<file path="src/rtl/core/erw_pkg.sv">
// shared types, codes and defaults of the escalating recovery watchdog
package erw_pkg;

    // operation codes
    localparam logic [2:0] OP_CHECK     = 3'd0;
    localparam logic [2:0] OP_FEED      = 3'd1;
    localparam logic [2:0] OP_TRIGGER   = 3'd2;
    localparam logic [2:0] OP_SET_EN    = 3'd3;
    localparam logic [2:0] OP_CLR_STATS = 3'd4;

    // recovery levels, also used as action codes
    localparam logic [2:0] LVL_NONE    = 3'd0;
    localparam logic [2:0] LVL_SOFT    = 3'd1;
    localparam logic [2:0] LVL_PERIPH  = 3'd2;
    localparam logic [2:0] LVL_HARD    = 3'd3;
    localparam logic [2:0] LVL_FACTORY = 3'd4;

    // configuration register indexes
    localparam logic [1:0] REG_TIMEOUT  = 2'd0;
    localparam logic [1:0] REG_WARNING  = 2'd1;
    localparam logic [1:0] REG_HOLD     = 2'd2;
    localparam logic [1:0] REG_MAX_ATT  = 2'd3;

    // configuration defaults
    localparam logic [31:0] TIMEOUT_DEFAULT = 32'd5000;
    localparam logic [31:0] WARNING_DEFAULT = 32'd3000;
    localparam logic [31:0] HOLD_DEFAULT    = 32'd60000;
    localparam logic [5:0]  MAX_ATT_DEFAULT = 6'd3;

    typedef struct packed {
        logic [31:0] timeout_ms;
        logic [31:0] warning_ms;
        logic [31:0] hold_ms;
        logic [5:0]  max_attempts;
    } cfg_t;

    typedef struct packed {
        logic [2:0]  operation;
        logic [31:0] now_ms;
        logic [2:0]  level_request;
        logic        enable_value;
    } item_t;

    typedef struct packed {
        logic [31:0] heartbeat_time;
        logic [31:0] recovery_time;
        logic [7:0]  attempt_count;
        logic [2:0]  recovery_level;
        logic [15:0] total_recoveries;
        logic [15:0] soft_recoveries;
        logic [15:0] hard_recoveries;
        logic        enable_flag;
    } state_t;

    typedef struct packed {
        logic        healthy;
        logic [2:0]  action;
        logic        warning;
        logic [2:0]  level_now;
        logic [7:0]  attempts_now;
        logic [15:0] total_count;
        logic [15:0] soft_count;
        logic [15:0] hard_count;
        logic        enabled_now;
    } result_t;

endpackage

</file>
<file path="src/rtl/core/escalating_recovery_watchdog_core.sv">
// top level of the escalating recovery watchdog: input register, state, result register
//
//  channel  | direction | handshake          | payload
//  s_       | in        | s_valid / s_ready  | operation, now_ms, level_request, enable_value
//  m_       | out       | m_valid / m_ready  | healthy, action, warning, level_now, attempts_now,
//           |           |                    | total/soft/hard counts, enabled_now
//  cfg_     | in        | cfg_we             | cfg_index, cfg_wdata (no read-back)
//
// one item per cycle sustained while m_ready is held high; an item passes through the input
// register, then the step logic into the result register
// the watchdog state updates in the same cycle an item moves into the result register
// reset restores the configuration defaults and the watchdog state, and empties both stages
// a stalled result holds its register; the input register keeps accepting until it is full
module escalating_recovery_watchdog_core (
    input  logic        aclk,
    input  logic        aresetn,

    input  logic        cfg_we,
    input  logic [1:0]  cfg_index,
    input  logic [31:0] cfg_wdata,

    input  logic        s_valid,
    output logic        s_ready,
    input  logic [2:0]  s_operation,
    input  logic [31:0] s_now_ms,
    input  logic [2:0]  s_level_request,
    input  logic        s_enable_value,

    output logic        m_valid,
    input  logic        m_ready,
    output logic        m_healthy,
    output logic [2:0]  m_action,
    output logic        m_warning,
    output logic [2:0]  m_level_now,
    output logic [7:0]  m_attempts_now,
    output logic [15:0] m_total_count,
    output logic [15:0] m_soft_count,
    output logic [15:0] m_hard_count,
    output logic        m_enabled_now
);

    erw_pkg::cfg_t    cfg;
    erw_pkg::item_t   item_reg;
    erw_pkg::item_t   item_next;
    logic             item_valid_reg;
    erw_pkg::state_t  state_reg;
    erw_pkg::state_t  state_next;
    erw_pkg::result_t res_reg;
    erw_pkg::result_t res_next;
    logic             res_valid_reg;
    logic             advance;
    logic             in_xfer;

    erw_cfg_regs u_cfg (
        .aclk      (aclk),
        .aresetn   (aresetn),
        .cfg_we    (cfg_we),
        .cfg_index (cfg_index),
        .cfg_wdata (cfg_wdata),
        .cfg       (cfg)
    );

    erw_step u_step (
        .cfg     (cfg),
        .item    (item_reg),
        .st      (state_reg),
        .st_next (state_next),
        .res     (res_next)
    );

    // the held item moves on when the result register is free or being drained
    assign advance = item_valid_reg && (!res_valid_reg || m_ready);
    assign s_ready = !item_valid_reg || advance;
    assign in_xfer = s_valid && s_ready;

    always_comb begin
        item_next.operation     = s_operation;
        item_next.now_ms        = s_now_ms;
        item_next.level_request = s_level_request;
        item_next.enable_value  = s_enable_value;
    end

    always_ff @(posedge aclk) begin
        if (!aresetn) begin
            item_valid_reg <= 1'b0;
            res_valid_reg  <= 1'b0;
            state_reg.heartbeat_time   <= 32'd0;
            state_reg.recovery_time    <= 32'd0;
            state_reg.attempt_count    <= 8'd0;
            state_reg.recovery_level   <= erw_pkg::LVL_NONE;
            state_reg.total_recoveries <= 16'd0;
            state_reg.soft_recoveries  <= 16'd0;
            state_reg.hard_recoveries  <= 16'd0;
            state_reg.enable_flag      <= 1'b1;
        end else begin
            if (in_xfer) begin
                item_valid_reg <= 1'b1;
            end else if (advance) begin
                item_valid_reg <= 1'b0;
            end
            if (advance) begin
                res_valid_reg <= 1'b1;
                state_reg     <= state_next;
            end else if (m_ready) begin
                res_valid_reg <= 1'b0;
            end
        end
    end

    always_ff @(posedge aclk) begin
        if (in_xfer) begin
            item_reg <= item_next;
        end
        if (advance) begin
            res_reg <= res_next;
        end
    end

    assign m_valid        = res_valid_reg;
    assign m_healthy      = res_reg.healthy;
    assign m_action       = res_reg.action;
    assign m_warning      = res_reg.warning;
    assign m_level_now    = res_reg.level_now;
    assign m_attempts_now = res_reg.attempts_now;
    assign m_total_count  = res_reg.total_count;
    assign m_soft_count   = res_reg.soft_count;
    assign m_hard_count   = res_reg.hard_count;
    assign m_enabled_now  = res_reg.enabled_now;

endmodule

</file>
<file path="src/rtl/core/erw_cfg_regs.sv">
// configuration register file of the watchdog
module erw_cfg_regs (
    input  logic           aclk,
    input  logic           aresetn,
    input  logic           cfg_we,
    input  logic [1:0]     cfg_index,
    input  logic [31:0]    cfg_wdata,
    output erw_pkg::cfg_t  cfg
);

    erw_pkg::cfg_t cfg_reg;
    erw_pkg::cfg_t cfg_next;

    always_comb begin
        cfg_next = cfg_reg;
        if (cfg_we) begin
            case (cfg_index)
                erw_pkg::REG_TIMEOUT: cfg_next.timeout_ms   = cfg_wdata;
                erw_pkg::REG_WARNING: cfg_next.warning_ms   = cfg_wdata;
                erw_pkg::REG_HOLD:    cfg_next.hold_ms      = cfg_wdata;
                erw_pkg::REG_MAX_ATT: cfg_next.max_attempts = cfg_wdata[5:0];
                default:              cfg_next = cfg_reg;
            endcase
        end
    end

    always_ff @(posedge aclk) begin
        if (!aresetn) begin
            cfg_reg.timeout_ms   <= erw_pkg::TIMEOUT_DEFAULT;
            cfg_reg.warning_ms   <= erw_pkg::WARNING_DEFAULT;
            cfg_reg.hold_ms      <= erw_pkg::HOLD_DEFAULT;
            cfg_reg.max_attempts <= erw_pkg::MAX_ATT_DEFAULT;
        end else begin
            cfg_reg <= cfg_next;
        end
    end

    assign cfg = cfg_reg;

endmodule

</file>
<file path="src/rtl/core/erw_step.sv">
// per-item next state and result logic of the watchdog
module erw_step (
    input  erw_pkg::cfg_t    cfg,
    input  erw_pkg::item_t   item,
    input  erw_pkg::state_t  st,
    output erw_pkg::state_t  st_next,
    output erw_pkg::result_t res
);

    logic [31:0] age;
    logic [31:0] since_recovery;
    logic        is_check;
    logic        timed_out;
    logic        recover;
    logic [2:0]  req_level;
    logic [2:0]  esc_level;
    logic [2:0]  sel_level;
    logic [2:0]  mid_level;
    logic        sel_soft;
    logic        sel_hard;
    logic        feed_do;
    logic        feed_clear;
    logic [8:0]  thr1;
    logic [8:0]  thr2;
    logic [8:0]  thr3;
    logic [8:0]  att_ext;
    logic [7:0]  att_mid;

    assign age            = item.now_ms - st.heartbeat_time;
    assign since_recovery = item.now_ms - st.recovery_time;
    assign is_check       = (item.operation == erw_pkg::OP_CHECK) && st.enable_flag;
    assign timed_out      = age > cfg.timeout_ms;

    assign thr1    = {3'd0, cfg.max_attempts};
    assign thr2    = {2'd0, cfg.max_attempts, 1'b0};
    assign thr3    = thr1 + thr2;
    assign att_ext = {1'b0, st.attempt_count};

    always_comb begin
        esc_level = st.recovery_level;
        case (st.recovery_level)
            erw_pkg::LVL_NONE:   esc_level = erw_pkg::LVL_SOFT;
            erw_pkg::LVL_SOFT:   if (att_ext >= thr1) esc_level = erw_pkg::LVL_PERIPH;
            erw_pkg::LVL_PERIPH: if (att_ext >= thr2) esc_level = erw_pkg::LVL_HARD;
            erw_pkg::LVL_HARD:   if (att_ext >= thr3) esc_level = erw_pkg::LVL_FACTORY;
            default:             esc_level = st.recovery_level;
        endcase
    end

    // out-of-range manual levels act as none
    assign req_level = (item.level_request <= erw_pkg::LVL_FACTORY) ?
                       item.level_request : erw_pkg::LVL_NONE;

    assign recover   = (is_check && timed_out) || (item.operation == erw_pkg::OP_TRIGGER);
    assign sel_level = (item.operation == erw_pkg::OP_TRIGGER) ? req_level : esc_level;
    assign sel_soft  = sel_level inside {erw_pkg::LVL_SOFT, erw_pkg::LVL_PERIPH};
    assign sel_hard  = sel_level inside {erw_pkg::LVL_HARD, erw_pkg::LVL_FACTORY};
    assign mid_level = recover ? sel_level : st.recovery_level;

    // soft-side recoveries refeed, which may drop the escalation
    assign feed_do = ((item.operation == erw_pkg::OP_FEED) && st.enable_flag) ||
                     ((item.operation == erw_pkg::OP_SET_EN) && item.enable_value) ||
                     (recover && sel_soft && st.enable_flag);
    assign feed_clear = feed_do && (mid_level != erw_pkg::LVL_NONE) &&
                        (since_recovery > cfg.hold_ms);

    assign att_mid = feed_clear ? 8'd0 : st.attempt_count;

    always_comb begin
        st_next = st;
        if (feed_do) begin
            st_next.heartbeat_time = item.now_ms;
        end
        st_next.recovery_level = feed_clear ? erw_pkg::LVL_NONE : mid_level;
        st_next.attempt_count  = att_mid;
        if (recover) begin
            st_next.recovery_time = item.now_ms;
            if (att_mid != 8'hFF) begin
                st_next.attempt_count = att_mid + 8'd1;
            end
        end
        if (recover && (item.operation == erw_pkg::OP_CHECK) &&
            (st.total_recoveries != 16'hFFFF)) begin
            st_next.total_recoveries = st.total_recoveries + 16'd1;
        end
        if (recover && sel_soft && (st.soft_recoveries != 16'hFFFF)) begin
            st_next.soft_recoveries = st.soft_recoveries + 16'd1;
        end
        if (recover && sel_hard && (st.hard_recoveries != 16'hFFFF)) begin
            st_next.hard_recoveries = st.hard_recoveries + 16'd1;
        end
        if (item.operation == erw_pkg::OP_SET_EN) begin
            st_next.enable_flag = item.enable_value;
        end
        if (item.operation == erw_pkg::OP_CLR_STATS) begin
            st_next.total_recoveries = 16'd0;
            st_next.soft_recoveries  = 16'd0;
            st_next.hard_recoveries  = 16'd0;
            st_next.attempt_count    = 8'd0;
            st_next.recovery_level   = erw_pkg::LVL_NONE;
        end
    end

    always_comb begin
        res.healthy      = !(is_check && timed_out);
        res.action       = recover ? sel_level : erw_pkg::LVL_NONE;
        res.warning      = is_check && !timed_out && (age > cfg.warning_ms);
        res.level_now    = st_next.recovery_level;
        res.attempts_now = st_next.attempt_count;
        res.total_count  = st_next.total_recoveries;
        res.soft_count   = st_next.soft_recoveries;
        res.hard_count   = st_next.hard_recoveries;
        res.enabled_now  = st_next.enable_flag;
    end

endmodule

</file>
<file path="config.mk">
export PLATFORM = sky130hd
export DESIGN_NAME = escalating_recovery_watchdog_core
export DESIGN_NICKNAME = d
export VERILOG_FILES = /design/src/rtl/core/erw_pkg.sv /design/src/rtl/core/escalating_recovery_watchdog_core.sv /design/src/rtl/core/erw_cfg_regs.sv /design/src/rtl/core/erw_step.sv
export SDC_FILE = /design/constraint.sdc
export NUM_CORES = 1
export LEC_CHECK = 0
export BUFFER_PORTS_ARGS = -buffer_cell sky130_fd_sc_hd__buf_2
export CELL_PAD_IN_SITES_DETAIL_PLACEMENT = 1
export CELL_PAD_IN_SITES_GLOBAL_PLACEMENT = 1
export CORE_ASPECT_RATIO = 0.7
export CORE_UTILIZATION = 50
export CTS_CLUSTER_DIAMETER = 120
export CTS_CLUSTER_SIZE = 24
export DETAILED_ROUTE_END_ITERATION = 12
export PLACE_DENSITY_LB_ADDON = 0.15
export SETUP_SLACK_MARGIN = 0.02
export SLEW_MARGIN = 20
export SYNTH_ARGS = -nofsm -noshare
export SYNTH_HDL_FRONTEND = slang
export SYNTH_SLANG_ARGS = --single-unit
</file>
<file path="constraint.sdc">
create_clock -name aclk -period 10.33 [get_ports aclk]
set_input_delay 0.5165 -clock aclk [delete_from_list [all_inputs] [get_ports aclk]]
set_output_delay 0.5165 -clock aclk [all_outputs]
set_load 0.1 [all_outputs]
</file>
==> run summary, run 1 <==
The flow ran to the end, and the final reports show no timing, DRC or antenna violations. For this block, the routed nets add up to 60000 um of wire. The most used flip-flop cell after synthesis is sky130_fd_sc_hd__dfxtp_1. Switching part of the total power: 32.4%. The congestion estimate from routability-driven global placement came to 0.897.

The vertical die dimension was 167 um. The count of warnings emitted by yosys was 0. The die covers 0.0395 sq mm. In this run the most used layer during global routing was met2. The internal power of the cells totals 0.00194 W. Buffers placed on the I/O ports in this run total 144. For this configuration, the core starts out at a cell density of 51.4%. Measured against its own limit, the worst slew margin works out to 27.1%. For this design the ratio of total power to cell area is 136 mW/mm^2.

During I/O placement, the number of pins put on the boundary was 145. The initial DRC count is 1140. The critical path ends at m_attempts_now[5]$_DFFE_PP_. The fraction of synthesis flops using an asynchronous set or reset pin was 0%. STA classifies the critical path endpoint as a register. The maximum number of pins on one net before global-route repair is 97. The cts-stage hold buffer count came out at 0. Of all cell types, the one taking the most synthesized area is sky130_fd_sc_hd__dfxtp_1. The buffer cell driving the clock tree root was sky130_fd_sc_hd__clkbuf_16.

The synthesized design contains 104 enable-type register cells. The synthesized design contains 332 register bits. The logs give 0 for the number of setup violations in the final report and 4615 for the total of fill cells in the finished design. The run gives 39.8% as the sequential area share after synthesis. The per-cell via count in the routed design works out to 5.92.

The worst hold path belongs to the class input port to register. For this design the static power due to leakage is 8.00 nW. The register with the most flip-flops in the layout has 124 of them. Number of distinct library cells after synthesis: 76.

The slew at the pin closest to its max-slew limit was 1090 ps. The classification of the worst setup path is register to register. The library cell used most frequently in the layout, excluding fill and tap cells, is sky130_fd_sc_hd__nand2_1. In the final layout, the share of cells above drive strength 1 is 8.77%. The synthesized cell area was 0.0193 sq mm; the worst clock skew was 19.9 ps.

STA classifies the critical path startpoint as a register. The run gives 0 as the remaining global-route overflow. Sorting the synthesized cells by area gives the leading types as sky130_fd_sc_hd__dfxtp_1, sky130_fd_sc_hd__edfxtp_1, sky130_fd_sc_hd__ha_1, sky130_fd_sc_hd__nand2_1, sky130_fd_sc_hd__a21oi_1. The tools report the arrival time reported for the critical path endpoint as 9440 ps. From synthesis to final layout, the design area changed by 8.62%.

The run gives 1 as the initial antenna violation count. The area share of the leading cell type in the synthesized netlist works out to 23.6%. Estimated wirelength of the detail-placed design: 44600 um. The logs give 0 for the quantity of gates resized following cts and 4.23% for the met3 usage. The worst hold slack across all endpoints is 141 ps. Across the VDD grid, the largest voltage drop is 0.109 mV. Total routing resource utilization after global routing: 30.1%.

TritonCTS built the clock tree. The final clock period utilization by the worst path is 88.9%, and the number of cells produced by synthesis is 2305. The tools report the net switching component of the power as 0.000928 W. The tools report the number of detailed-routing iterations run before antenna repair as 5. The tools report the critical path startpoint as item_reg[4]$_DFFE_PP_.

The finished cells cover 0.0210 sq mm. The core region is 0.0376 sq mm. The logs give 2573 for the net count after synthesis and 0 for the remaining antenna violation count.

The die is 237 um wide. The DRC violations left came out at 0. The tools report the part of the power in the clock network as 27.2%. The start of the worst register-to-register path is item_reg[4]$_DFFE_PP_. The total count of hold-check failures in the final report was 0; the routed length per instance was 20.7 um.

The clock transition at the registers of the reported paths was 110 ps; the worst reg-to-reg path cell count was 32. The run gives 1 as the number of H-tree levels. The global-route met1 utilization is 44.4%. Global routing consumed, on the met2 layer, 47.3% of the routing resources. Setup repair after global routing left no endpoint under its margin. Timing would allow up to 109 MHz. The clock latency at the later pin of the worst-skew pair was 540 ps; the total cell area at the placement stage was 0.0205 sq mm. Across all setup checks in the final design, the least slack found is 1150 ps. The data required time of the critical path was 10590 ps; the maximum fanout count along the critical path was 11. At the placement stage, the worst setup path has a slack of 1310 ps. The library cell contributing the largest single delay on the critical path was sky130_fd_sc_hd__nor3_1. The count of max-cap constraint violations was 0. The synthesized area per cell is 8.39 sq um. For the post-CTS setup-driven buffer insertion count, the log shows 0. The number of global-route vias before repair came out at 17600. The clock drives 332 sinks. In this run the core area contains 59 standard-cell rows. In this run the critical register-to-register path is captured at m_attempts_now[5]$_DFFE_PP_.

The accumulated negative setup slack is 0 ps. The cell that appears most often on the critical path is sky130_fd_sc_hd__nor2_1. The biggest cell delay along the critical path works out to 890 ps.

The logs give 49.5% for the proportion of power drawn by flip-flops and latches and 0 for the number of max-slew violations in the final report. In the layout the commonest cells are sky130_fd_sc_hd__nand2_1, sky130_fd_sc_hd__a21oi_1, sky130_fd_sc_hd__dfxtp_1. At the end of the flow the core is filled with cells to 55.8%. The portion of total power attributed to combinational logic was 23.3%. The final-stage net count is 2665. After layout, the minimum clock period comes to 9180 ps. The first global-routing pass estimated 95500 um of wire. The number of buffers inserted during clock tree synthesis came out at 17.

The clock passes through at most 3 buffers. Summing over every cut layer, the via total after detailed routing is 17100. Setup slack on the worst reg-to-reg path comes out at 1150 ps.
-- synth_stat cells, types with 18 or more instances --
cell,count
sky130_fd_sc_hd__nand2_1,417
sky130_fd_sc_hd__a21oi_1,274
sky130_fd_sc_hd__dfxtp_1,228
sky130_fd_sc_hd__inv_1,202
sky130_fd_sc_hd__ha_1,187
sky130_fd_sc_hd__nor2_1,144
sky130_fd_sc_hd__edfxtp_1,104
sky130_fd_sc_hd__o21ai_0,89
sky130_fd_sc_hd__clkbuf_1,80
sky130_fd_sc_hd__xnor2_1,62
sky130_fd_sc_hd__a21o_1,45
sky130_fd_sc_hd__xor2_1,41
sky130_fd_sc_hd__nand3_1,34
sky130_fd_sc_hd__nand4_1,34
sky130_fd_sc_hd__nor3_1,34
sky130_fd_sc_hd__o211ai_1,29
sky130_fd_sc_hd__and3_1,23
sky130_fd_sc_hd__o21a_1,22
sky130_fd_sc_hd__or3_1,21
sky130_fd_sc_hd__nor2b_1,19
sky130_fd_sc_hd__o31ai_1,18
-- stage by stage --
step	std cells	power, W
6_report	2896	0.00287
5_1_grt	2896	0.00299
4_1_cts	2893	0.00287
3_5_place_dp	2864	0.00210
3_3_place_gp	2864	0.00207
2_1_floorplan	2305	0.00190
-- critical path, delay by kind of cell (launching register included) --
family                     cells  cell delay [ps]
AOI/OAI and AO/OA             12             3730
DFF                            1              430
and+or+nand+nor               11             2860
buffers and inverters          3              300
adders and majority gates      4             1210
xor gates and xnor gates       2              330
-- area by class of cell --
class / count / area, sq um / share of cell area (%)
inverter: 203 / 768 / 3.66
antenna: 1 / 2.50 / 0.0119
tap: 488 / 611 / 2.91
clock buffer: 29 / 492 / 2.34
sequential: 332 / 7690 / 36.6
multi-input combinational: 1681 / 10600 / 50.3
timing repair buffer: 162 / 880 / 4.19
-- routing by layer --
metal  up-vias  part of all wire, %
met3        50                  5.2
li1       8170                    -
met2       386                   44
met1      8536                   49
met5         -                    0
met4         0                  1.2
-- cells by family after synthesis --
logic type      Yosys count  synth area share (%)
simple gates            798                  18.6
compound gates          576                  18.1
flops                   332                  39.8
buf+inv                 292                  5.74
fa+ha+maj               190                  12.4
xor+xnor                103                  4.67
mux                      14                 0.731
-- power by group through the flow --
stage | sequential [W] | clock, W | combinational (W)
6_report | 0.00142 | 0.000779 | 0.000669
2_1_floorplan | 0.00153 | 0 | 0.000380
5_1_grt | 0.00142 | 0.000833 | 0.000730
4_1_cts | 0.00142 | 0.000792 | 0.000661
3_3_place_gp | 0.00144 | 0 | 0.000625
3_5_place_dp | 0.00145 | 0 | 0.000656
-- how the worst min path moves through the flow --
stage                                start                          end  slack [ps]  cells after the start
5_1_grt                 s_level_request[0]        item_reg[1]$_DFFE_PP_         130                      1
3_3_place_gp   state_reg[115]$_SDFFE_PN0P_  state_reg[115]$_SDFFE_PN0P_         440                      2
6_report                      s_now_ms[11]       item_reg[15]$_DFFE_PP_         140                      1
3_5_place_dp    state_reg[67]$_SDFFE_PN0P_   state_reg[67]$_SDFFE_PN0P_         450                      2
4_1_cts                       s_now_ms[11]       item_reg[15]$_DFFE_PP_         130                      1
2_1_floorplan  state_reg[100]$_SDFFE_PN0P_  state_reg[100]$_SDFFE_PN0P_         440                      2
(Power assumes the default switching activity.)
==> run 2, diff against run 1 <==
--- a/config.mk
+++ b/config.mk
@@ -5,7 +5,7 @@
 export SDC_FILE = /design/constraint.sdc
 export NUM_CORES = 1
 export LEC_CHECK = 0
-export BUFFER_PORTS_ARGS = -buffer_cell sky130_fd_sc_hd__buf_2
+export BUFFER_PORTS_ARGS = -buffer_cell sky130_fd_sc_hd__buf_4
 export CELL_PAD_IN_SITES_DETAIL_PLACEMENT = 1
 export CELL_PAD_IN_SITES_GLOBAL_PLACEMENT = 1
 export CORE_ASPECT_RATIO = 0.7
==> run summary, run 2 (synthesis results as in run 1) <==
The startpoint identified for the worst hold timing path is s_now_ms[11]. The run gives 51.4% (unchanged) as the effective utilization at floorplan. Normalized max-slew margin: 23.6% (-3.5 points). The initial DRC count was 1153 (+1.1%).

For the maximum vdd drop, the log shows 0.0967 mV (-11%). The filler-free cell count of the finished design is 2888 (-0.28%), and the final antenna diode count is 0 (-1). The tools report the maximum root-to-sink buffer count as 3 (unchanged). The tools report the die area as 0.0395 sq mm (unchanged). The tools report the critical path startpoint as item_reg[4]$_DFFE_PP_. On the critical path, the stage with the largest delay is an instance of sky130_fd_sc_hd__nor3_1. The data required time of the critical path was 10590 ps (about the same); the total power density per cell area was 135 mW/mm^2 (-0.94%). Number of top-level pins: 145 (unchanged).

The static leakage power came out at 8.09 nW (+1.2%). The total instance count after detailed placement is 2860 (-0.14%). Setup slack of the critical path after layout: 1090 ps (-58.1 ps).

Setup repair after global routing left no endpoint under its margin. The DRC violations left came out at 0 (unchanged). Among the stages of the critical path, the cell type that occurs most often is sky130_fd_sc_hd__nor2_1. The startpoint type of the worst setup path was a register. The run gives 0 (unchanged) as the number of setup violations in the final report. Worst setup slack after placement: 1340 ps (+30.1 ps).

The first-pass GRT wire length was 93800 um (-1.7%). The routed length per instance is 20.7 um (-0.33%), and the number of detailed-routing iterations run before antenna repair is 5 (unchanged). Number of global-route vias before repair: 17300 (-1.6%).

Top layer reached by signal wires: met4. The remaining global-route overflow is 0 (unchanged), and the vertical die dimension is 167 um (unchanged). TritonCTS built the clock tree.

The clock transition at the registers of the reported paths was 100 ps (about the same); the clock sink total was 332 (unchanged). Final clock period utilization by the worst path: 89.4% (+0.56 points). Most common cell after layout, fill and taps aside: sky130_fd_sc_hd__nand2_1.

The run finished with clean final reports. The post-route cell area is 0.0213 sq mm (+1.4%). The width of the chip is 237 um (unchanged). The number of H-tree levels was 1 (unchanged). The last weighted congestion value of the routability-driven placer is 0.890 (-0.79%). The worst clock skew is 14.7 ps (-5.15 ps). In the layout the commonest cells are sky130_fd_sc_hd__nand2_1, sky130_fd_sc_hd__a21oi_1, sky130_fd_sc_hd__dfxtp_1.

Post-route core utilization: 56.5% (+0.76 points). The run gives 111 (+14%) as the maximum number of pins on one net before global-route repair. The final critical-path required period is 9240 ps (+58.1 ps).

The arrival time reported for the critical path endpoint came out at 9500 ps (+60 ps). The worst setup path is of the register to register kind. Biggest cell delay along the critical path: 960 ps (+70 ps). For the achievable clock frequency, the log shows 108 MHz (-0.63%). The run gives 29.7% (-0.36 points) as the total routing resource utilization after global routing. The buffer cell driving the clock tree root was sky130_fd_sc_hd__clkbuf_16. The met3 wirelength from detailed routing was 3610 um (+15%); the total count of hold-check failures in the final report was 0 (unchanged). The worst register-to-register path begins at item_reg[4]$_DFFE_PP_. The slew at the pin closest to its max-slew limit was 1140 ps (+46.8 ps); the number of flip-flops under the largest register name was 124 (unchanged). The layout overhead on the synthesized area works out to 10.1%. The tools report the number of max-slew violations in the final report as 0 (unchanged). For the final-stage net count, the log shows 2659 (-0.23%). The class of the worst hold path was input port to register. The tools report the accumulated negative setup slack as 0 ps (unchanged).

Ratio of cells with drive above 1 in the final layout: 8.54% (-0.22 points). The estimated wirelength of the detail-placed design is 43600 um (-2.4%). The standard-cell row count was 59 (unchanged); the post-CTS setup-driven buffer insertion count was 0 (unchanged). Remaining antenna violation count: 0 (unchanged). The detailed-route via count came out at 17100 (-0.34%). The initial antenna violation count is 1 (unchanged), and the count of max-cap constraint violations is 0 (unchanged).

The met1 wire length was 29300 um (-0.96%); the per-cell via count in the routed design was 5.92 (about the same). The maximum fanout count along the critical path came out at 11 (unchanged). STA classifies the critical path endpoint as a register. The logs give 0 (unchanged) for the cts-stage hold buffer count and 0.0376 sq mm (unchanged) for the placeable core region. The detailed-route wire length was 59700 um (-0.60%); the clock latency at the later pin of the worst-skew pair was 540 ps (about the same).

Port buffer count: 144 (unchanged). The number of buffers inserted during clock tree synthesis was 17 (unchanged). The detailed route wirelength on metal2 was 26100 um (-1.9%); the quantity of gates resized following cts was 0 (unchanged). The total cell area at the placement stage came out at 0.0208 sq mm (+1.6%).
[run 2: metrics by stage]
step,power (W),hold WS [ps]
2_1_floorplan,0.00190,436
3_3_place_gp,0.00209,441
3_5_place_dp,0.00211,448
4_1_cts,0.00288,135
5_1_grt,0.00300,136
6_report,0.00288,148
[run 2: cell type report]
class / count / area, sq um
fill: 4540 / 16400
timing repair buffer: 156 / 1170
tap: 488 / 611
inverter: 203 / 768
sequential: 332 / 7690
multi-input combinational: 1681 / 10600
clock buffer: 28 / 488
[run 2: where the power goes]
group / total [W] / switching, W / leakage (nW) / internal, W
sequential: 0.00142 / 0.0000304 / 2.82 / 0.00139
combinational: 0.000681 / 0.000449 / 5.04 / 0.000231
clock: 0.000778 / 0.000449 / 0.234 / 0.000329
total: 0.00288 / 0.000929 / 8.09 / 0.00195
[run 2: worst paths after layout]
| kind | endpoint | slack [ps] | cells after the start |
|---|---|---|---|
| max reg2reg | m_attempts_now[5]$_DFFE_PP_ | 1090 | 32 |
| min reg2reg | state_reg[97]$_SDFFE_PN0P_ | 460 | 2 |
| min | item_reg[15]$_DFFE_PP_ | 150 | 1 |
| max | m_attempts_now[5]$_DFFE_PP_ | 1090 | 32 |
[run 2: worst max-delay path: cells and delay by family (launching register included)]
family	cells	cell delay, ps
AOI/OAI and AO/OA	12	3640
xor gates and xnor gates	2	320
adders and majority gates	4	1240
buffers and inverters	3	340
DFF	1	440
and+or+nand+nor	11	2970
[run 2: routing by layer]
| layer | vias up | global-route usage [%] |
|---|---|---|
| li1 | 8160 | - |
| met2 | 433 | 46.0 |
| met4 | 0 | 4.57 |
| met1 | 8440 | 44.1 |
| met5 | - | 0 |
| met3 | 50 | 4.81 |
